File: src/rtl/core/lswps_pkg.sv
package lswps_pkg;

   // Request operations
   typedef enum logic [1:0] {
      OP_COMMAND = 2'd0,
      OP_DATA    = 2'd1,
      OP_NIBBLE  = 2'd2,
      OP_CURSOR  = 2'd3
   } op_type;

   // Descriptor kinds
   typedef enum logic [1:0] {
      KIND_ZERO  = 2'd0,
      KIND_ONE   = 2'd1,
      KIND_LATCH = 2'd2,
      KIND_PAUSE = 2'd3
   } kind_type;

   // CSR indexes
   localparam logic [2:0] CSR_ZERO_LOW   = 3'd0;
   localparam logic [2:0] CSR_ZERO_HIGH  = 3'd1;
   localparam logic [2:0] CSR_ONE_LOW    = 3'd2;
   localparam logic [2:0] CSR_ONE_HIGH   = 3'd3;
   localparam logic [2:0] CSR_LATCH_LOW  = 3'd4;
   localparam logic [2:0] CSR_LATCH_HIGH = 3'd5;
   localparam logic [2:0] CSR_NIB_GAP    = 3'd6;
   localparam logic [2:0] CSR_CMD_GAP    = 3'd7;

   // CSR reset values
   localparam logic [15:0] RST_ZERO_LOW   = 16'd15;
   localparam logic [15:0] RST_ZERO_HIGH  = 16'd30;
   localparam logic [15:0] RST_ONE_LOW    = 16'd1;
   localparam logic [15:0] RST_ONE_HIGH   = 16'd15;
   localparam logic [15:0] RST_LATCH_LOW  = 16'd200;
   localparam logic [15:0] RST_LATCH_HIGH = 16'd300;
   localparam logic [15:0] RST_NIB_GAP    = 16'd100;
   localparam logic [15:0] RST_CMD_GAP    = 16'd5000;

   // Cursor row base addresses
   localparam logic [7:0] ROW1_BASE = 8'd127;
   localparam logic [7:0] ROW2_BASE = 8'd191;
   localparam logic [7:0] ROW3_BASE = 8'd147;
   localparam logic [7:0] ROW4_BASE = 8'd211;

   localparam logic [2:0] LEAD_US = 3'd5;

   // Positions within one nibble transfer
   localparam logic [3:0] POS_PASS1 = 4'd7;   // first bit of second pass
   localparam logic [2:0] Q_LATCH   = 3'd6;   // latch slot within a pass
   localparam logic [3:0] POS_GAP   = 4'd14;  // nibble gap

   typedef struct packed {
      logic [1:0] op;
      logic [7:0] value;
      logic [2:0] row;
      logic [6:0] col;
   } req_type;

   typedef struct packed {
      logic [1:0]  kind;
      logic [2:0]  lead_high_us;
      logic [15:0] low_us;
      logic [15:0] high_us;
      logic        last;
   } rsp_type;

   // Classified job handed from front to back
   typedef struct packed {
      logic [7:0] byte_val;  // two nibbles, or low nibble only when !two_nib
      logic       rs;
      logic       two_nib;
      logic       cmd_gap;
   } job_type;

   typedef struct packed {
      logic [15:0] zero_low;
      logic [15:0] zero_high;
      logic [15:0] one_low;
      logic [15:0] one_high;
      logic [15:0] latch_low;
      logic [15:0] latch_high;
      logic [15:0] nib_gap;
      logic [15:0] cmd_gap;
   } cfg_type;

   // Queue status between the queue and its users
   typedef struct packed {
      logic full;
      logic empty;
   } qstat_type;

endpackage

File: src/rtl/core/lcd_single_wire_pulse_serializer_core.sv
// A taken request is queued, then loaded into the sequencer, which registers its
// first descriptor. Throughput: one descriptor per cycle while rsp_stall is low;
//   descriptors per request: 15 (nibble), 30 (data), 31 (command/cursor), plus a load.
// The request queue takes up to QUEUE_DEPTH requests ahead of the sequencer.
// Reset: timing CSRs return to their defaults, queue empties, sequencer idles.
module lcd_single_wire_pulse_serializer_core #(
   parameter int QUEUE_DEPTH = 2
) (
   input  logic               clock,
   input  logic               reset,
   // request channel
   input  logic               req_valid,
   output logic               req_stall,
   input  lswps_pkg::req_type req,
   // descriptor channel
   output logic               rsp_valid,
   input  logic               rsp_stall,
   output lswps_pkg::rsp_type rsp,
   // CSR write port
   input  logic               csr_we,
   input  logic [2:0]         csr_index,
   input  logic [15:0]        csr_wdata
);
   import lswps_pkg::*;

   // Timing CSRs, all in microseconds
   cfg_type   cfg_ff, cfg_in;

   qstat_type qstat;
   logic      q_push, q_pop;
   job_type   push_job, pop_job;

   always_comb begin
      cfg_in = cfg_ff;
      if (csr_we) begin
         case (csr_index)
            CSR_ZERO_LOW:   cfg_in.zero_low   = csr_wdata;
            CSR_ZERO_HIGH:  cfg_in.zero_high  = csr_wdata;
            CSR_ONE_LOW:    cfg_in.one_low    = csr_wdata;
            CSR_ONE_HIGH:   cfg_in.one_high   = csr_wdata;
            CSR_LATCH_LOW:  cfg_in.latch_low  = csr_wdata;
            CSR_LATCH_HIGH: cfg_in.latch_high = csr_wdata;
            CSR_NIB_GAP:    cfg_in.nib_gap    = csr_wdata;
            CSR_CMD_GAP:    cfg_in.cmd_gap    = csr_wdata;
            default:        cfg_in            = cfg_ff;
         endcase
      end
   end

   always_ff @(posedge clock) begin
      if (reset) begin
         cfg_ff.zero_low   <= RST_ZERO_LOW;
         cfg_ff.zero_high  <= RST_ZERO_HIGH;
         cfg_ff.one_low    <= RST_ONE_LOW;
         cfg_ff.one_high   <= RST_ONE_HIGH;
         cfg_ff.latch_low  <= RST_LATCH_LOW;
         cfg_ff.latch_high <= RST_LATCH_HIGH;
         cfg_ff.nib_gap    <= RST_NIB_GAP;
         cfg_ff.cmd_gap    <= RST_CMD_GAP;
      end else begin
         cfg_ff <= cfg_in;
      end
   end

   // Front: classify the request (byte, RS, nibble count, command gap)
   lswps_front u_front (
      .req_valid (req_valid),
      .req       (req),
      .qstat     (qstat),
      .req_stall (req_stall),
      .push      (q_push),
      .job       (push_job)
   );

   // Short queue decouples request acceptance from descriptor output
   lswps_queue #(
      .DEPTH (QUEUE_DEPTH)
   ) u_queue (
      .clock     (clock),
      .reset     (reset),
      .push      (q_push),
      .push_data (push_job),
      .pop       (q_pop),
      .pop_data  (pop_job),
      .qstat     (qstat)
   );

   // Back: walks two passes, latch and gap per nibble, then the command gap if the job has one
   lswps_back u_back (
      .clock     (clock),
      .reset     (reset),
      .cfg       (cfg_ff),
      .qstat     (qstat),
      .job       (pop_job),
      .pop       (q_pop),
      .rsp_valid (rsp_valid),
      .rsp_stall (rsp_stall),
      .rsp       (rsp)
   );

   // A request is never pushed into a full queue
   a_no_push_full: assert property (@(posedge clock) disable iff (reset)
      !(q_push && qstat.full))
      else $error("push into full request queue");

   // The sequencer only loads when a request is waiting
   a_no_pop_empty: assert property (@(posedge clock) disable iff (reset)
      !(q_pop && qstat.empty))
      else $error("pop from empty request queue");

   // Pauses carry no pulse
   a_pause_shape: assert property (@(posedge clock) disable iff (reset)
      (rsp_valid && rsp.kind == KIND_PAUSE) |->
         (rsp.lead_high_us == '0 && rsp.low_us == '0))
      else $error("pause descriptor with pulse timing");

   // A load cycle comes only with an empty output slot or a taken descriptor
   a_pop_after_out: assert property (@(posedge clock) disable iff (reset)
      q_pop |-> (!rsp_valid || !rsp_stall))
      else $error("request loaded while descriptor stalled");

endmodule

File: src/rtl/core/lswps_front.sv
module lswps_front (
   input  logic              req_valid,
   input  lswps_pkg::req_type req,
   input  lswps_pkg::qstat_type qstat,
   output logic              req_stall,
   output logic              push,
   output lswps_pkg::job_type job
);
   import lswps_pkg::*;

   logic [7:0] base;

   always_comb begin
      case (req.row)
         3'd2:    base = ROW2_BASE;
         3'd3:    base = ROW3_BASE;
         3'd4:    base = ROW4_BASE;
         default: base = ROW1_BASE;
      endcase
   end

   always_comb begin
      job = '0;
      case (op_type'(req.op))
         OP_COMMAND: begin
            job.byte_val = req.value;
            job.two_nib  = 1'b1;
            job.cmd_gap  = 1'b1;
         end
         OP_DATA: begin
            job.byte_val = req.value;
            job.rs       = 1'b1;
            job.two_nib  = 1'b1;
         end
         OP_NIBBLE: begin
            job.byte_val = {4'd0, req.value[3:0]};
         end
         default: begin
            // cursor move, sum wraps at 8 bits
            job.byte_val = base + {1'b0, req.col};
            job.two_nib  = 1'b1;
            job.cmd_gap  = 1'b1;
         end
      endcase
   end

   assign req_stall = qstat.full;
   assign push      = req_valid && !qstat.full;

endmodule

File: src/rtl/core/lswps_queue.sv
module lswps_queue #(
   parameter int DEPTH = 2
) (
   input  logic               clock,
   input  logic               reset,
   input  logic               push,
   input  lswps_pkg::job_type push_data,
   input  logic               pop,
   output lswps_pkg::job_type pop_data,
   output lswps_pkg::qstat_type qstat
);
   import lswps_pkg::*;

   localparam int AW = (DEPTH > 1) ? $clog2(DEPTH) : 1;
   localparam int CW = $clog2(DEPTH + 1);

   job_type         mem [DEPTH];
   logic [AW-1:0]   wr_ptr_ff, wr_ptr_in;
   logic [AW-1:0]   rd_ptr_ff, rd_ptr_in;
   logic [CW-1:0]   count_ff, count_in;
   logic            do_push, do_pop;

   assign qstat.full  = (count_ff == CW'(DEPTH));
   assign qstat.empty = (count_ff == '0);
   assign do_push     = push && !qstat.full;
   assign do_pop      = pop && !qstat.empty;
   assign pop_data    = mem[rd_ptr_ff];

   always_comb begin
      wr_ptr_in = wr_ptr_ff;
      rd_ptr_in = rd_ptr_ff;
      count_in  = count_ff;
      if (do_push) begin
         wr_ptr_in = (wr_ptr_ff == AW'(DEPTH - 1)) ? '0 : wr_ptr_ff + 1'b1;
      end
      if (do_pop) begin
         rd_ptr_in = (rd_ptr_ff == AW'(DEPTH - 1)) ? '0 : rd_ptr_ff + 1'b1;
      end
      if (do_push && !do_pop) begin
         count_in = count_ff + 1'b1;
      end else if (do_pop && !do_push) begin
         count_in = count_ff - 1'b1;
      end
   end

   always_ff @(posedge clock) begin
      if (reset) begin
         wr_ptr_ff <= '0;
         rd_ptr_ff <= '0;
         count_ff  <= '0;
      end else begin
         wr_ptr_ff <= wr_ptr_in;
         rd_ptr_ff <= rd_ptr_in;
         count_ff  <= count_in;
      end
   end

   always_ff @(posedge clock) begin
      if (do_push) begin
         mem[wr_ptr_ff] <= push_data;
      end
   end

endmodule

File: src/rtl/core/lswps_back.sv
module lswps_back (
   input  logic                 clock,
   input  logic                 reset,
   input  lswps_pkg::cfg_type   cfg,
   input  lswps_pkg::qstat_type qstat,
   input  lswps_pkg::job_type   job,
   output logic                 pop,
   output logic                 rsp_valid,
   input  logic                 rsp_stall,
   output lswps_pkg::rsp_type   rsp
);
   import lswps_pkg::*;

   typedef enum logic [1:0] {
      ST_IDLE,
      ST_NIB,
      ST_CMDGAP
   } state_type;

   state_type  state_ff, state_in;
   job_type    job_ff, job_in;
   logic       nib_sel_ff, nib_sel_in;   // 0 first nibble, 1 second
   logic [3:0] pos_ff, pos_in;
   logic       rsp_valid_ff, rsp_valid_in;
   rsp_type    rsp_ff, rsp_in;

   logic       adv;
   logic       pass1;
   logic [2:0] q;
   logic [3:0] nib;
   logic       bit_val;
   logic       last_nib;
   rsp_type    desc;

   assign adv      = !rsp_valid_ff || !rsp_stall;
   assign pass1    = (pos_ff >= POS_PASS1);
   assign q        = pass1 ? 3'(pos_ff - POS_PASS1) : pos_ff[2:0];
   assign nib      = (!nib_sel_ff && job_ff.two_nib) ? job_ff.byte_val[7:4]
                                                     : job_ff.byte_val[3:0];
   assign last_nib = nib_sel_ff || !job_ff.two_nib;

   always_comb begin
      case (q)
         3'd0:    bit_val = !pass1;   // enable
         3'd1:    bit_val = job_ff.rs;
         3'd2:    bit_val = nib[3];
         3'd3:    bit_val = nib[2];
         3'd4:    bit_val = nib[1];
         default: bit_val = nib[0];
      endcase
   end

   // Descriptor for the current slot of a nibble transfer
   always_comb begin
      desc = '0;
      if (pos_ff == POS_GAP) begin
         desc.kind    = KIND_PAUSE;
         desc.high_us = cfg.nib_gap;
         desc.last    = last_nib && !job_ff.cmd_gap;
      end else if (q == Q_LATCH) begin
         desc.kind         = KIND_LATCH;
         desc.lead_high_us = LEAD_US;
         desc.low_us       = cfg.latch_low;
         desc.high_us      = cfg.latch_high;
      end else if (bit_val) begin
         desc.kind         = KIND_ONE;
         desc.lead_high_us = LEAD_US;
         desc.low_us       = cfg.one_low;
         desc.high_us      = cfg.one_high;
      end else begin
         desc.kind         = KIND_ZERO;
         desc.lead_high_us = LEAD_US;
         desc.low_us       = cfg.zero_low;
         desc.high_us      = cfg.zero_high;
      end
   end

   always_comb begin
      state_in     = state_ff;
      job_in       = job_ff;
      nib_sel_in   = nib_sel_ff;
      pos_in       = pos_ff;
      rsp_valid_in = rsp_valid_ff;
      rsp_in       = rsp_ff;
      pop          = 1'b0;
      if (adv) begin
         rsp_valid_in = 1'b0;
         case (state_ff)
            ST_IDLE: begin
               if (!qstat.empty) begin
                  pop        = 1'b1;
                  job_in     = job;
                  nib_sel_in = 1'b0;
                  pos_in     = '0;
                  state_in   = ST_NIB;
               end
            end
            ST_NIB: begin
               rsp_valid_in = 1'b1;
               rsp_in       = desc;
               if (pos_ff == POS_GAP) begin
                  pos_in = '0;
                  if (!last_nib) begin
                     nib_sel_in = 1'b1;
                  end else if (job_ff.cmd_gap) begin
                     state_in = ST_CMDGAP;
                  end else begin
                     state_in = ST_IDLE;
                  end
               end else begin
                  pos_in = pos_ff + 1'b1;
               end
            end
            ST_CMDGAP: begin
               rsp_valid_in      = 1'b1;
               rsp_in            = '0;
               rsp_in.kind       = KIND_PAUSE;
               rsp_in.high_us    = cfg.cmd_gap;
               rsp_in.last       = 1'b1;
               state_in          = ST_IDLE;
            end
            default: begin
               state_in = ST_IDLE;
            end
         endcase
      end
   end

   always_ff @(posedge clock) begin
      if (reset) begin
         state_ff     <= ST_IDLE;
         nib_sel_ff   <= 1'b0;
         pos_ff       <= '0;
         rsp_valid_ff <= 1'b0;
      end else begin
         state_ff     <= state_in;
         nib_sel_ff   <= nib_sel_in;
         pos_ff       <= pos_in;
         rsp_valid_ff <= rsp_valid_in;
      end
      job_ff <= job_in;
      rsp_ff <= rsp_in;
   end

   assign rsp_valid = rsp_valid_ff;
   assign rsp       = rsp_ff;

endmodule

File: config.mk
export PLATFORM = sky130hd
export DESIGN_NAME = lcd_single_wire_pulse_serializer_core
export DESIGN_NICKNAME = d
export VERILOG_FILES = /design/src/rtl/core/lswps_pkg.sv /design/src/rtl/core/lcd_single_wire_pulse_serializer_core.sv /design/src/rtl/core/lswps_front.sv /design/src/rtl/core/lswps_queue.sv /design/src/rtl/core/lswps_back.sv
export SDC_FILE = /design/constraint.sdc
export NUM_CORES = 1
export LEC_CHECK = 0
export ABC_AREA = 1
export ABC_CLOCK_PERIOD_IN_PS = 6300
export BUFFER_PORTS_ARGS = -buffer_cell sky130_fd_sc_hd__buf_2
export CORE_MARGIN = 3
export CORE_UTILIZATION = 50
export DETAILED_ROUTE_END_ITERATION = 12
export MAX_ROUTING_LAYER = met4
export PLACE_DENSITY_LB_ADDON = 0.25
export SLEW_MARGIN = 25
export SYNTH_ARGS = -nofsm -noshare
export SYNTH_HDL_FRONTEND = slang
export SYNTH_HIERARCHICAL = 1
export SYNTH_SLANG_ARGS = --single-unit
File: constraint.sdc
create_clock -name clock -period 6.3 [get_ports clock]
set_input_delay 1.575 -clock clock [delete_from_list [all_inputs] [get_ports clock]]
set_output_delay 1.575 -clock clock [all_outputs]
set_load 0.005 [all_outputs]
Yosys cells after proc, flatten, opt, wreduce, memory -nomap -nowiden
Memory sizes are Yosys's and may differ from the RTL's. A register that Yosys moved wholly into a read port is not among the register bits.
Index checks and enable logic that the tools add are counted.
{"block": "word_totals", "reg_bits": 178, "ramBits": 22, "inputBits": 44, "output_inout_bits": 40, "word_cells": 135, "memories": 1}
{"memory": "u_queue.mem", "words": 2, "width": 11, "rd": 1, "rd_ports_with_merged_regs": 1, "write_ports": 1, "line_no": "lswps_queue.sv:17", "source": "job_type mem [DEPTH];"}
{"block": "op_classes", "add_sub_neg": 7, "magnitude_cmp": 1, "n_eq_ne": 25, "muxes": 37, "bitwise": 1, "reduce_logical": 43}
{"op": "one-hot mux 38 bit (2 select lines)", "count": 1}
{"op": "two-way mux 37 bit", "count": 1}
{"op": "two-way mux 36 bit", "count": 1}
{"op": "one-hot mux 8 bit (3 select lines)", "count": 1}
{"op": "== test 3 bit, second input constant", "count": 7}
{"op": "two-way mux 19 bit", "count": 1}
{"op": "== test 3 x 2 -> 1 bit, second input constant", "count": 6}
{"op": "AND reduction 2 bit", "count": 9}
{"op": "two-way mux 16 bit", "count": 1}
{"op": "one-hot mux 8 bit (2 select lines)", "count": 1}
{"op": "two-way mux 1 bit", "count": 15}
{"op": "two-way mux 2 bit", "count": 7}
{"op": "two-way mux 4 bit", "count": 3}
{"op": "zero test 1 bit", "count": 10}
{"op": "adder 8 x 7 -> 8 bit", "count": 1}
{"op": "one-hot mux 4 bit (2 select lines)", "count": 1}
{"op": "logical AND 1 bit", "count": 7}
{"op": "== test 2 bit, second input constant", "count": 3}
{"op": "== test 3 x 1 -> 1 bit, second input constant", "count": 2}
{"op": "zero test 2 bit", "count": 3}
{"op": "zero test 3 bit", "count": 2}
{"op": "AND reduction 3 bit", "count": 2}
{"op": "nonzero test 2 bit", "count": 3}
{"op": "OR reduction 2 bit", "count": 3}
{"op": "other kinds (18)", "count": 23}

Depth between registers and ports, before layout
Gate-level depths: netlist of run 1.
{"block": "depth", "ltp_word": 8, "mapped_depth": 16}

By module
The synthesis of run 1 kept the hierarchy.
{"module": "lcd_single_wire_pulse_serializer_core", "instances": 1, "cells_each": 701, "area_per_inst_um2": 4971.0, "seq_area_each_um2": 2562.5}
{"module": "lswps_back", "instances": 1, "cells_each": 414, "area_per_inst_um2": 3238.1, "seq_area_each_um2": 1571.5}
{"module": "lswps_queue", "instances": 1, "cells_each": 71, "area_per_inst_um2": 1044.8, "seq_area_each_um2": 760.7}
{"module": "lswps_front", "instances": 1, "cells_each": 105, "area_per_inst_um2": 530.5, "seq_area_each_um2": 0.0}

Worst setup path before layout of run 1
No wires, ideal clock.
{"block": "synth_timing", "path_kind": "input-to-reg", "startpoint": "input rsp_stall", "endpoint": "register u_back.rsp_ff (netlist bit u_back/rsp[0]) (enable)", "setup_time_ps": 429, "arrival_time_ps": 3268, "required_time_ps": 5871, "path_slack_ps": 2602, "path_stages": 3, "path_cell_list": "nand2_1 -> inv_1 -> nor2_1"}
{"block": "synth_via", "elab_chain_len": 3}
{"item": "start, declared", "line_no": "lcd_single_wire_pulse_serializer_core.sv:17", "source": "input logic rsp_stall,"}
{"item": "zero test 1 bit", "line_no": "lswps_back.sv:35", "source": "assign adv = !rsp_valid_ff || !rsp_stall;"}
{"item": "logical OR 1 bit", "line_no": "lswps_back.sv:35"}
{"item": "AND reduction 2 bit (no source line)"}
{"item": "end signal, assigned", "line_no": "lswps_back.sv:142", "source": "rsp_ff <= rsp_in;"}
{"item": "end, declared", "line_no": "lswps_back.sv:25", "source": "rsp_type rsp_ff, rsp_in;"}
No other way between the ends.
A chain may end at the register's enable or synchronous reset.

Worst setup path in the final report of run 1
{"block": "layout_timing", "startpoint": "register u_back.state_ff[0]", "endpoint": "register u_back.rsp_ff (netlist bit u_back/rsp[19]) (data pin)"}
{"block": "layout_via", "elab_chain_len": 2}
{"item": "start, declared", "line_no": "lswps_back.sv:20", "source": "state_type state_ff, state_in;"}
{"item": "start signal, assigned", "line_no": "lswps_back.sv:136", "source": "state_ff <= state_in;"}
{"item": "== test 2 bit / == test 2 x 1 -> 1 bit (equally long branches)", "line_no": "lswps_back.sv:88", "source": "case (state_ff)"}
{"item": "one-hot mux 38 bit (2 select lines) (*)", "line_no": "lswps_back.sv:88"}
Every way passes the cells marked *; elsewhere a longest branch is shown, timed or not.

==> impl_results.html, run 1 <==
<table>
<tr><th>Metric</th><th>Value</th></tr>
<tr><th colspan="2">Timing</th></tr>
<tr><td>Setup repair after global routing missed its margin</td><td>false</td></tr>
<tr><td>Worst-margin pin slew</td><td>978.0 ps</td></tr>
<tr><td>Number of failing setup endpoints in the final timing report</td><td>0</td></tr>
<tr><td>Max Clock Freq</td><td>0.2751 GHz</td></tr>
<tr><td>Final Hold Viols</td><td>0</td></tr>
<tr><td>Final Cycle Share</td><td>57.70%</td></tr>
<tr><td>Max_slew headroom</td><td>34.72%</td></tr>
<tr><td>Final-report max-slew violation count</td><td>0</td></tr>
<tr><td>Summed negative setup slack over all endpoints</td><td>0 ps</td></tr>
<tr><td>Final hold slack</td><td>458.3 ps</td></tr>
<tr><td>Fin Clk Skew</td><td>8.393 ps</td></tr>
<tr><td>Clock period minus worst slack</td><td>3635 ps</td></tr>
<tr><th colspan="2">Detailed routing</th></tr>
<tr><td>Initial DRT Pass Iterations</td><td>5</td></tr>
<tr><td>WL final</td><td>24260 µm</td></tr>
<tr><td>DRC Markers</td><td>0</td></tr>
<tr><td>1st-iter DRT viols</td><td>676</td></tr>
<tr><td>Vias per cell</td><td>5.237</td></tr>
<tr><td>Via count</td><td>8468</td></tr>
<tr><td>Routed wire length per instance</td><td>15.00 µm</td></tr>
<tr><td>Remaining antenna violation count</td><td>0</td></tr>
<tr><th colspan="2">Floorplan</th></tr>
<tr><td>Area of the core</td><td>0.01896 mm²</td></tr>
<tr><td>Row Count</td><td>50</td></tr>
<tr><td>Height of the die</td><td>145.9 µm</td></tr>
<tr><td>Number of I/O pins</td><td>84</td></tr>
<tr><td>Horizontal die dimension</td><td>145.9 µm</td></tr>
<tr><td>Starting density of the core</td><td>51.62%</td></tr>
<tr><td>Die outline area</td><td>0.02128 mm²</td></tr>
<tr><th colspan="2">Power and ir drop</th></tr>
<tr><td>Power density over the cells</td><td>357.9 mW/mm²</td></tr>
<tr><td>Sequential fraction of design power</td><td>44.2%</td></tr>
<tr><td>Combinational power share</td><td>21.8%</td></tr>
<tr><td>Cell leakage power</td><td>4.819 nW</td></tr>
<tr><td>Power spent charging and discharging nets</td><td>1.163 mW</td></tr>
<tr><td>Max IR drop VDD</td><td>160.3 µV</td></tr>
<tr><td>Overall power after layout</td><td>3.944 mW</td></tr>
<tr><td>Switching part of the total power</td><td>29.49%</td></tr>
<tr><td>Internal</td><td>2.781 mW</td></tr>
<tr><td>Clock share of power</td><td>34.0%</td></tr>
<tr><th colspan="2">Yosys</th></tr>
<tr><td>Yosys Warn Count</td><td>6</td></tr>
<tr><td>Area fraction of the dominant cell type after synthesis</td><td>28.85%</td></tr>
<tr><td>Main area contributors after synthesis</td><td>sky130_fd_sc_hd__dfxtp_1, sky130_fd_sc_hd__edfxtp_1, sky130_fd_sc_hd__nand2_1, sky130_fd_sc_hd__nor2_1, sky130_fd_sc_hd__nand3_1</td></tr>
<tr><td>Share of the yosys chip area belonging to registers</td><td>50.03%</td></tr>
<tr><td>Net count of the mapped netlist</td><td>1348</td></tr>
<tr><td>Mapped Area</td><td>0.009784 mm²</td></tr>
<tr><td>Library cell with the largest summed area after synthesis</td><td>sky130_fd_sc_hd__dfxtp_1</td></tr>
<tr><td>Count of distinct cell types in the synthesized netlist</td><td>37</td></tr>
<tr><td>Flops &amp; latches, synth</td><td>210</td></tr>
<tr><td>Synth Area per Inst</td><td>7.579 µm²</td></tr>
<tr><td>Gate count of the mapped netlist</td><td>1291</td></tr>
<tr><th colspan="2">Flow run</th></tr>
<tr><td>Max Cap Violations</td><td>0</td></tr>
<tr><th colspan="2">GRT</th></tr>
<tr><td>GR peak layer</td><td>met2</td></tr>
<tr><td>Met1 capacity usage during global routing</td><td>31.27%</td></tr>
<tr><td>GRT Resource Usage Total</td><td>23.09%</td></tr>
<tr><td>GR met3 Demand/Resource</td><td>3.457%</td></tr>
<tr><td>First-pass GRT wire length</td><td>39750 µm</td></tr>
<tr><td>Largest net degree at the start of global routing</td><td>74</td></tr>
<tr><td>Antenna violations before repair</td><td>0</td></tr>
<tr><td>Number of global-route vias before repair</td><td>7816</td></tr>
<tr><td>Total congestion overflow</td><td>0</td></tr>
<tr><td>Met2 Usage GRT</td><td>36.57%</td></tr>
<tr><th colspan="2">Final layout</th></tr>
<tr><td>Fraction of final layout cells sized beyond drive strength 1</td><td>12.90%</td></tr>
<tr><td>Layout Nets</td><td>1398</td></tr>
<tr><td>Number of standard cells in the layout, taps in and fillers out</td><td>1617</td></tr>
<tr><td>Layout filler cell count</td><td>1796</td></tr>
<tr><td>Layout Area Growth over Synthesis</td><td>12.63%</td></tr>
<tr><td>Diodes inserted</td><td>0</td></tr>
<tr><th colspan="2">Placed design</th></tr>
<tr><td>Routability cong.</td><td>0.8603</td></tr>
<tr><td>Number of port buffers</td><td>82</td></tr>
<tr><td>Post-DP HPWL</td><td>15660 µm</td></tr>
<tr><td>Inst Count DP</td><td>1577</td></tr>
<tr><th colspan="2">Setup path</th></tr>
<tr><td>Nature of the critical path startpoint</td><td>flip-flop</td></tr>
<tr><td>Arrival time of the worst setup path</td><td>3860 ps</td></tr>
<tr><td>Startpoint-to-endpoint class of the critical path</td><td>flip-flop to flip-flop</td></tr>
<tr><td>CP Data Required Time</td><td>6530 ps</td></tr>
<tr><td>Highest fanout seen on the critical path</td><td>19</td></tr>
<tr><td>Kind of end point of the critical path</td><td>flip-flop</td></tr>
<tr><th colspan="2">CTS</th></tr>
<tr><td>Root buf cell</td><td>sky130_fd_sc_hd__clkbuf_16</td></tr>
<tr><td>Number of buffers inserted by post-CTS setup repair</td><td>0</td></tr>
<tr><td>Later-pin clock latency in the skew report</td><td>500 ps</td></tr>
<tr><td>Clock tree from TritonCTS</td><td>yes</td></tr>
<tr><td>Total CTS buffers</td><td>22</td></tr>
<tr><td>Resize count post-CTS</td><td>0</td></tr>
<tr><td>CTS Hold Bufs</td><td>0</td></tr>
<tr><td>Clock-pin slew of the registers on the worst-case setup and hold paths</td><td>60 ps</td></tr>
<tr><td>CTS max path bufs</td><td>3</td></tr>
<tr><td>Clk sink count</td><td>210</td></tr>
<tr><td>Count of H-tree levels built during CTS</td><td>1</td></tr>
<tr><th colspan="2">Worst hold path</th></tr>
<tr><td>Hold Crit Class</td><td>flip-flop to flip-flop</td></tr>
<tr><th colspan="2">Status</th></tr>
<tr><td>Status</td><td>finished, final reports clean</td></tr>
</table>
-- worst paths after layout --
path                                         start        endpoint  slack [ps]  depth (start not counted)
worst max-delay path            u_back/state_ff[0]  u_back/rsp[19]        2660                          7
worst min-delay path                    cfg_ff[35]      cfg_ff[35]         460                          2
worst max register to register  u_back/state_ff[0]  u_back/rsp[19]        2660                          7
worst min register to register          cfg_ff[35]      cfg_ff[35]         460                          2
-- sequential cells by signal, summed over array words and instances (netlist names), named ones only --
signal             flops
u_back/pos_ff          4
u_queue/count_ff       2
cfg_ff               128
u_back/job_ff         11
u_back/nib_sel_ff      1
u_back/state_ff        2
u_back/rsp            36
u_back/rsp_valid       1
u_queue/mem           22
u_queue/wr_ptr_ff      1
u_queue/rd_ptr_ff      1
-- final cells by class --
class	count	area (µm²)	share of cell area (%)
Sequential cell	210	4895	44.41
Multi-Input combinational cell	921	4199	38.10
Clock buffer	27	621.8	5.643
Timing Repair Buffer	90	483.0	4.382
Inverter	96	361.6	3.281
Tap cell	260	325.3	2.952
Clock inverter	13	135.1	1.226
-- synth_stat cells --
cell                        instances
sky130_fd_sc_hd__nand2_1          292
sky130_fd_sc_hd__nor2_1           281
sky130_fd_sc_hd__nand3_1          193
sky130_fd_sc_hd__dfxtp_1          141
sky130_fd_sc_hd__inv_1             88
sky130_fd_sc_hd__edfxtp_1          69
sky130_fd_sc_hd__a21oi_1           40
sky130_fd_sc_hd__o21ai_1           25
sky130_fd_sc_hd__buf_2             22
sky130_fd_sc_hd__clkbuf_1          20
sky130_fd_sc_hd__o21ai_0           19
sky130_fd_sc_hd__ha_1              13
sky130_fd_sc_hd__buf_4             11
sky130_fd_sc_hd__mux2_2            11
sky130_fd_sc_hd__nand2_2            9
sky130_fd_sc_hd__nor2_2             8
sky130_fd_sc_hd__buf_1              6
sky130_fd_sc_hd__inv_2              5
sky130_fd_sc_hd__nor2_4             5
sky130_fd_sc_hd__buf_6              4
sky130_fd_sc_hd__nor3_1             4
sky130_fd_sc_hd__clkinv_1           3
sky130_fd_sc_hd__nand3_2            3
sky130_fd_sc_hd__nand4_1            3
sky130_fd_sc_hd__a211oi_1           2
sky130_fd_sc_hd__nand2_4            2
sky130_fd_sc_hd__o21ai_2            2
sky130_fd_sc_hd__a2111oi_0          1
sky130_fd_sc_hd__a21oi_2            1
sky130_fd_sc_hd__a22oi_1            1
sky130_fd_sc_hd__and2_1             1
sky130_fd_sc_hd__buf_8              1
sky130_fd_sc_hd__conb_1             1
sky130_fd_sc_hd__nand4_2            1
sky130_fd_sc_hd__nor4_1             1
sky130_fd_sc_hd__o21bai_1           1
sky130_fd_sc_hd__o31ai_1            1
-- critical path: stages (launching register included) --
cell,delay (ps)
sky130_fd_sc_hd__dfxtp_1,310
sky130_fd_sc_hd__inv_1,90
sky130_fd_sc_hd__ha_1,660
sky130_fd_sc_hd__clkinv_1,860
sky130_fd_sc_hd__nand2_1,270
sky130_fd_sc_hd__clkinv_1,410
sky130_fd_sc_hd__nand2_1,570
sky130_fd_sc_hd__o21ai_0,180
-- cells by family after synthesis --
logic type | Yosys count | share of synthesized area (%)
AND/OR/NAND/NOR | 803 | 34.71
flip-flops | 210 | 50.03
buffers and inverters | 160 | 7.263
AO/OA/AOI/OAI | 93 | 5.038
adder cells (fa/ha/maj) | 13 | 1.662
multiplexers | 11 | 1.266
other | 1 | 0.03833
-- placed cells by master, fill, tap and decap left out, types with 2 or more instances in the layout --
cell,n
sky130_fd_sc_hd__clkbuf_16,24
sky130_fd_sc_hd__a211oi_1,2
sky130_fd_sc_hd__ha_1,13
sky130_fd_sc_hd__nor3_1,4
sky130_fd_sc_hd__buf_4,7
sky130_fd_sc_hd__nand2_2,9
sky130_fd_sc_hd__inv_1,86
sky130_fd_sc_hd__nor2_4,8
sky130_fd_sc_hd__nand2_4,2
sky130_fd_sc_hd__clkinv_2,7
sky130_fd_sc_hd__nand3_2,3
sky130_fd_sc_hd__o21ai_0,19
sky130_fd_sc_hd__bufinv_16,3
sky130_fd_sc_hd__buf_2,82
sky130_fd_sc_hd__a21oi_1,40
sky130_fd_sc_hd__clkbuf_1,2
sky130_fd_sc_hd__o21ai_2,2
sky130_fd_sc_hd__nand3_1,193
sky130_fd_sc_hd__nor2_1,279
sky130_fd_sc_hd__inv_2,6
sky130_fd_sc_hd__nand4_1,3
sky130_fd_sc_hd__dfxtp_1,141
sky130_fd_sc_hd__o21ai_1,25
sky130_fd_sc_hd__mux2_2,11
sky130_fd_sc_hd__nand2_1,292
sky130_fd_sc_hd__nor2_2,7
sky130_fd_sc_hd__edfxtp_1,69
sky130_fd_sc_hd__clkinv_1,7
-- power by group through the flow --
stage	logic [mW]	clock network, mW	registers [mW]
after floorplan	0.569	0	1.77
after global placement	0.827	0	1.77
after detailed placement	0.853	0	1.77
after CTS	0.860	1.36	1.75
after global routing	0.958	1.42	1.77
final	0.858	1.34	1.74
-- layer usage --
metal / up-vias / share of wire [%]
met5: - / 0
met4: 0 / 2.4
met3: 42 / 7.6
met2: 312 / 45
met1: 3873 / 45
li1: 4241 / -
-- metrics by stage --
stage	worst slack [ps]	cell area (µm²)	utilization (%)
global route	2323	11020	58.14
CTS	2689	11020	58.14
floorplan	2602	9784	-
finish	2665	11020	58.14
global placement	2760	10240	54.01
detailed placement	2689	10260	54.15
No activity file was read; power rests on OpenSTA's default activity.
==> run 2, diff against run 1 <==
--- a/config.mk
+++ b/config.mk
@@ -6,7 +6,7 @@
 export NUM_CORES = 1
 export LEC_CHECK = 0
 export ABC_AREA = 1
-export ABC_CLOCK_PERIOD_IN_PS = 6300
+export ABC_CLOCK_PERIOD_IN_PS = 3200
 export BUFFER_PORTS_ARGS = -buffer_cell sky130_fd_sc_hd__buf_2
 export CORE_MARGIN = 3
 export CORE_UTILIZATION = 50
==> constraint.sdc (replaced) <==
create_clock -name clock -period 3.2 [get_ports clock]
set_input_delay 0.8 -clock clock [delete_from_list [all_inputs] [get_ports clock]]
set_output_delay 0.8 -clock clock [all_outputs]
set_load 0.005 [all_outputs]
==> run 2 against run 1 <==
Design area increased by 0.79%. Clock power grew 79%. Global-route usage increased by 0.52 points. Worst setup slack got worse by 2100 ps. Combinational power is 93% higher. Routed wire length increased by 1.7%. First-iteration DRC count grew 0.74%. Via count down 0.45%. Largest power group unchanged. Highest routed layer unchanged.
==> impl_results.html, run 2 (synthesized netlist as in run 1, its figures left out) <==
<table>
<tr><th>Metric</th><th>Value</th></tr>
<tr><th colspan="2">Setup path</th></tr>
<tr><td>Path depth of the worst reg2reg path</td><td>13 (+6)</td></tr>
<tr><td>Most used cell, CP</td><td>sky130_fd_sc_hd__nand2_1</td></tr>
<tr><td>Arrival time of the worst setup path</td><td>2850 ps (-1010 ps)</td></tr>
<tr><td>Kind of end point of the critical path</td><td>flip-flop</td></tr>
<tr><td>Slowest stage delay, CP</td><td>370 ps (-490 ps)</td></tr>
<tr><td>Highest fanout seen on the critical path</td><td>49 (+30)</td></tr>
<tr><td>Setup slack of the most critical reg-to-reg path</td><td>600 ps (-2070 ps)</td></tr>
<tr><td>Critical path's slowest cell</td><td>sky130_fd_sc_hd__dfxtp_1</td></tr>
<tr><td>Nature of the critical path startpoint</td><td>flip-flop</td></tr>
<tr><td>Startpoint-to-endpoint class of the critical path</td><td>flip-flop to flip-flop</td></tr>
<tr><td>Worst-path cell chain</td><td>ha_1 -&gt; nand2_2 -&gt; inv_1 -&gt; nor2_1 -&gt; nand2_1 -&gt; inv_1 -&gt; nand2_1 -&gt; nand2_1 -&gt; nor2_2 -&gt; nand2_4 -&gt; nand2_4 -&gt; o21ai_0 -&gt; o21ai_0</td></tr>
<tr><td>CP Data Required Time</td><td>3450 ps (-3080 ps)</td></tr>
<tr><th colspan="2">CTS</th></tr>
<tr><td>Clk sink count</td><td>210 (unchanged)</td></tr>
<tr><td>Clock-pin slew of the registers on the worst-case setup and hold paths</td><td>60 ps (about the same)</td></tr>
<tr><td>Resize count post-CTS</td><td>0 (unchanged)</td></tr>
<tr><td>CTS max path bufs</td><td>3 (unchanged)</td></tr>
<tr><td>Number of buffers inserted by post-CTS setup repair</td><td>0 (unchanged)</td></tr>
<tr><td>Total CTS buffers</td><td>22 (unchanged)</td></tr>
<tr><td>Root buf cell</td><td>sky130_fd_sc_hd__clkbuf_16</td></tr>
<tr><td>Clock tree from TritonCTS</td><td>yes</td></tr>
<tr><td>Count of H-tree levels built during CTS</td><td>1 (unchanged)</td></tr>
<tr><td>CTS Hold Bufs</td><td>0 (unchanged)</td></tr>
<tr><td>Later-pin clock latency in the skew report</td><td>510 ps (about the same)</td></tr>
<tr><th colspan="2">Worst hold path</th></tr>
<tr><td>Cell count of the worst hold path</td><td>2 (unchanged)</td></tr>
<tr><td>Hold Crit Class</td><td>flip-flop to flip-flop</td></tr>
<tr><th colspan="2">Floorplan</th></tr>
<tr><td>Number of I/O pins</td><td>84 (unchanged)</td></tr>
<tr><td>Starting density of the core</td><td>51.62% (unchanged)</td></tr>
<tr><td>Die outline area</td><td>0.02128 mm² (unchanged)</td></tr>
<tr><td>Height of the die</td><td>145.9 µm (unchanged)</td></tr>
<tr><td>Horizontal die dimension</td><td>145.9 µm (unchanged)</td></tr>
<tr><td>Row Count</td><td>50 (unchanged)</td></tr>
<tr><td>Area of the core</td><td>0.01896 mm² (unchanged)</td></tr>
<tr><th colspan="2">Timing</th></tr>
<tr><td>Max_slew headroom</td><td>42.67% (+7.9 points)</td></tr>
<tr><td>Worst-margin pin slew</td><td>859.0 ps (-119.0 ps)</td></tr>
<tr><td>Final-report max-slew violation count</td><td>0 (unchanged)</td></tr>
<tr><td>Number of failing setup endpoints in the final timing report</td><td>0 (unchanged)</td></tr>
<tr><td>Fin Clk Skew</td><td>8.213 ps (-0.1796 ps)</td></tr>
<tr><td>Summed negative setup slack over all endpoints</td><td>0 ps (unchanged)</td></tr>
<tr><td>Max Clock Freq</td><td>0.3839 GHz (+40%)</td></tr>
<tr><td>Setup repair after global routing missed its margin</td><td>false</td></tr>
<tr><td>Clock period minus worst slack</td><td>2605 ps (-1030 ps)</td></tr>
<tr><td>Final hold slack</td><td>457.3 ps (-1.015 ps)</td></tr>
<tr><td>Final Hold Viols</td><td>0 (unchanged)</td></tr>
<tr><td>PnR worst setup slack</td><td>595.2 ps (-2070 ps)</td></tr>
<tr><td>Final Cycle Share</td><td>81.40% (+24 points)</td></tr>
<tr><th colspan="2">GRT</th></tr>
<tr><td>Largest net degree at the start of global routing</td><td>50 (-32%)</td></tr>
<tr><td>First-pass GRT wire length</td><td>40740 µm (+2.5%)</td></tr>
<tr><td>GR peak layer</td><td>met2</td></tr>
<tr><td>Total congestion overflow</td><td>0 (unchanged)</td></tr>
<tr><td>GR met3 Demand/Resource</td><td>2.803% (-0.65 points)</td></tr>
<tr><td>GRT Resource Usage Total</td><td>23.61% (+0.52 points)</td></tr>
<tr><td>Met1 capacity usage during global routing</td><td>32.61% (+1.3 points)</td></tr>
<tr><td>Number of global-route vias before repair</td><td>7878 (+0.79%)</td></tr>
<tr><td>Antenna violations before repair</td><td>0 (unchanged)</td></tr>
<tr><td>Met2 Usage GRT</td><td>37.40% (+0.84 points)</td></tr>
<tr><th colspan="2">Power and ir drop</th></tr>
<tr><td>Power density over the cells</td><td>678.4 mW/mm² (+90%)</td></tr>
<tr><td>Overall power after layout</td><td>7.536 mW (+91%)</td></tr>
<tr><td>Cell leakage power</td><td>4.880 nW (+1.3%)</td></tr>
<tr><td>Max IR drop VDD</td><td>391.5 µV (+140%)</td></tr>
<tr><th colspan="2">Placed design</th></tr>
<tr><td>Area of placed instances</td><td>0.01043 mm² (+1.7%)</td></tr>
<tr><td>Number of port buffers</td><td>82 (unchanged)</td></tr>
<tr><td>Placement Setup Slack</td><td>620.0 ps (-2069 ps)</td></tr>
<tr><td>Post-DP HPWL</td><td>16220 µm (+3.6%)</td></tr>
<tr><td>Routability cong.</td><td>0.8757 (+1.8%)</td></tr>
<tr><td>Inst Count DP</td><td>1597 (+1.3%)</td></tr>
<tr><th colspan="2">Detailed routing</th></tr>
<tr><td>WL final</td><td>24660 µm (+1.7%)</td></tr>
<tr><td>Routed wire length per instance</td><td>15.06 µm (+0.42%)</td></tr>
<tr><td>Remaining antenna violation count</td><td>0 (unchanged)</td></tr>
<tr><td>1st-iter DRT viols</td><td>681 (+0.74%)</td></tr>
<tr><td>Initial DRT Pass Iterations</td><td>5 (unchanged)</td></tr>
<tr><td>Vias per cell</td><td>5.150 (-1.7%)</td></tr>
<tr><td>Via count</td><td>8430 (-0.45%)</td></tr>
<tr><td>DRC Markers</td><td>0 (unchanged)</td></tr>
<tr><th colspan="2">Final layout</th></tr>
<tr><td>End-of-flow core utilization</td><td>58.60% (+0.46 points)</td></tr>
<tr><td>Register ranked first by flip-flop count</td><td>cfg_ff</td></tr>
<tr><td>Final instance area</td><td>0.01111 mm² (+0.79%)</td></tr>
<tr><td>Commonest non-fill, non-tap cell in the layout</td><td>sky130_fd_sc_hd__nand2_1</td></tr>
<tr><td>Fraction of final layout cells sized beyond drive strength 1</td><td>13.65% (+0.76 points)</td></tr>
<tr><td>Layout Nets</td><td>1418 (+1.4%)</td></tr>
<tr><td>Layout filler cell count</td><td>1759 (-2.1%)</td></tr>
<tr><td>Top library cells by usage in the layout, fill and taps aside</td><td>sky130_fd_sc_hd__nand2_1, sky130_fd_sc_hd__nor2_1, sky130_fd_sc_hd__nand3_1, sky130_fd_sc_hd__dfxtp_1, sky130_fd_sc_hd__inv_1</td></tr>
<tr><td>Number of standard cells in the layout, taps in and fillers out</td><td>1637 (+1.2%)</td></tr>
<tr><td>Layout Area Growth over Synthesis</td><td>13.53%</td></tr>
<tr><td>Number of flip-flops in the largest register</td><td>128 (unchanged)</td></tr>
<tr><td>Diodes inserted</td><td>0 (unchanged)</td></tr>
<tr><th colspan="2">Flow run</th></tr>
<tr><td>Max Cap Violations</td><td>0 (unchanged)</td></tr>
<tr><th colspan="2">Status</th></tr>
<tr><td>Status</td><td>finished, final reports clean</td></tr>
</table>
run 2: cell types whose count changed in the layout (fill, tap and decap cells not counted):
| cell | before | now |
|---|---|---|
| sky130_fd_sc_hd__clkinvlp_4 | 0 | 1 |
| sky130_fd_sc_hd__clkbuf_1 | 2 | 9 |
| sky130_fd_sc_hd__clkinv_2 | 7 | 2 |
| sky130_fd_sc_hd__buf_12 | 1 | 3 |
| sky130_fd_sc_hd__clkbuf_16 | 24 | 23 |
| sky130_fd_sc_hd__inv_2 | 6 | 5 |
| sky130_fd_sc_hd__bufinv_16 | 3 | 0 |
| sky130_fd_sc_hd__inv_1 | 86 | 87 |
| sky130_fd_sc_hd__clkinv_1 | 7 | 6 |
| sky130_fd_sc_hd__buf_4 | 7 | 25 |
| sky130_fd_sc_hd__clkbuf_8 | 1 | 3 |
| sky130_fd_sc_hd__nor2_2 | 7 | 8 |
| sky130_fd_sc_hd__nor2_4 | 8 | 7 |
run 2: per-layer routing:
layer / up-vias / routed length [µm] / part of all wire (%)
met2: 299 / 11220 / 46
met1: 3806 / 11180 / 45
met5: - / 0 / 0
li1: 4290 / - / -
met3: 35 / 1783 / 7.2
met4: 0 / 478 / 1.9
run 2: layout make-up:
class | instances | area, µm² | area share [%]
clock buffer | 35 | 650.6 | 5.857
sequential | 210 | 4895 | 44.06
timing repair buffer | 110 | 658.1 | 5.925
tap | 260 | 325.3 | 2.929
clock inverter | 5 | 23.77 | 0.2140
multi-input combinational | 921 | 4194 | 37.76
inverter | 96 | 361.6 | 3.255
run 2: worst max-delay path: cells and delay by family (launching register included):
family,cells,cell delay (ps)
flops,1,370
compound gates,2,420
buf+inv,2,160
fa+ha+maj,1,230
simple gates,8,1160
run 2: report_power, final:
part | total [mW] | internal, mW | switching, mW
clock | 2.40 | 1.39 | 1.02
combinational | 1.66 | 0.576 | 1.08
sequential | 3.47 | 3.29 | 0.180
run 2: worst paths after layout:
kind / start / endpoint
min reg2reg: cfg_ff[37] / cfg_ff[37]
max reg2reg: u_back/pos_ff[1] / u_back/rsp[17]
min: cfg_ff[37] / cfg_ff[37]
max: u_back/pos_ff[1] / u_back/rsp[17]
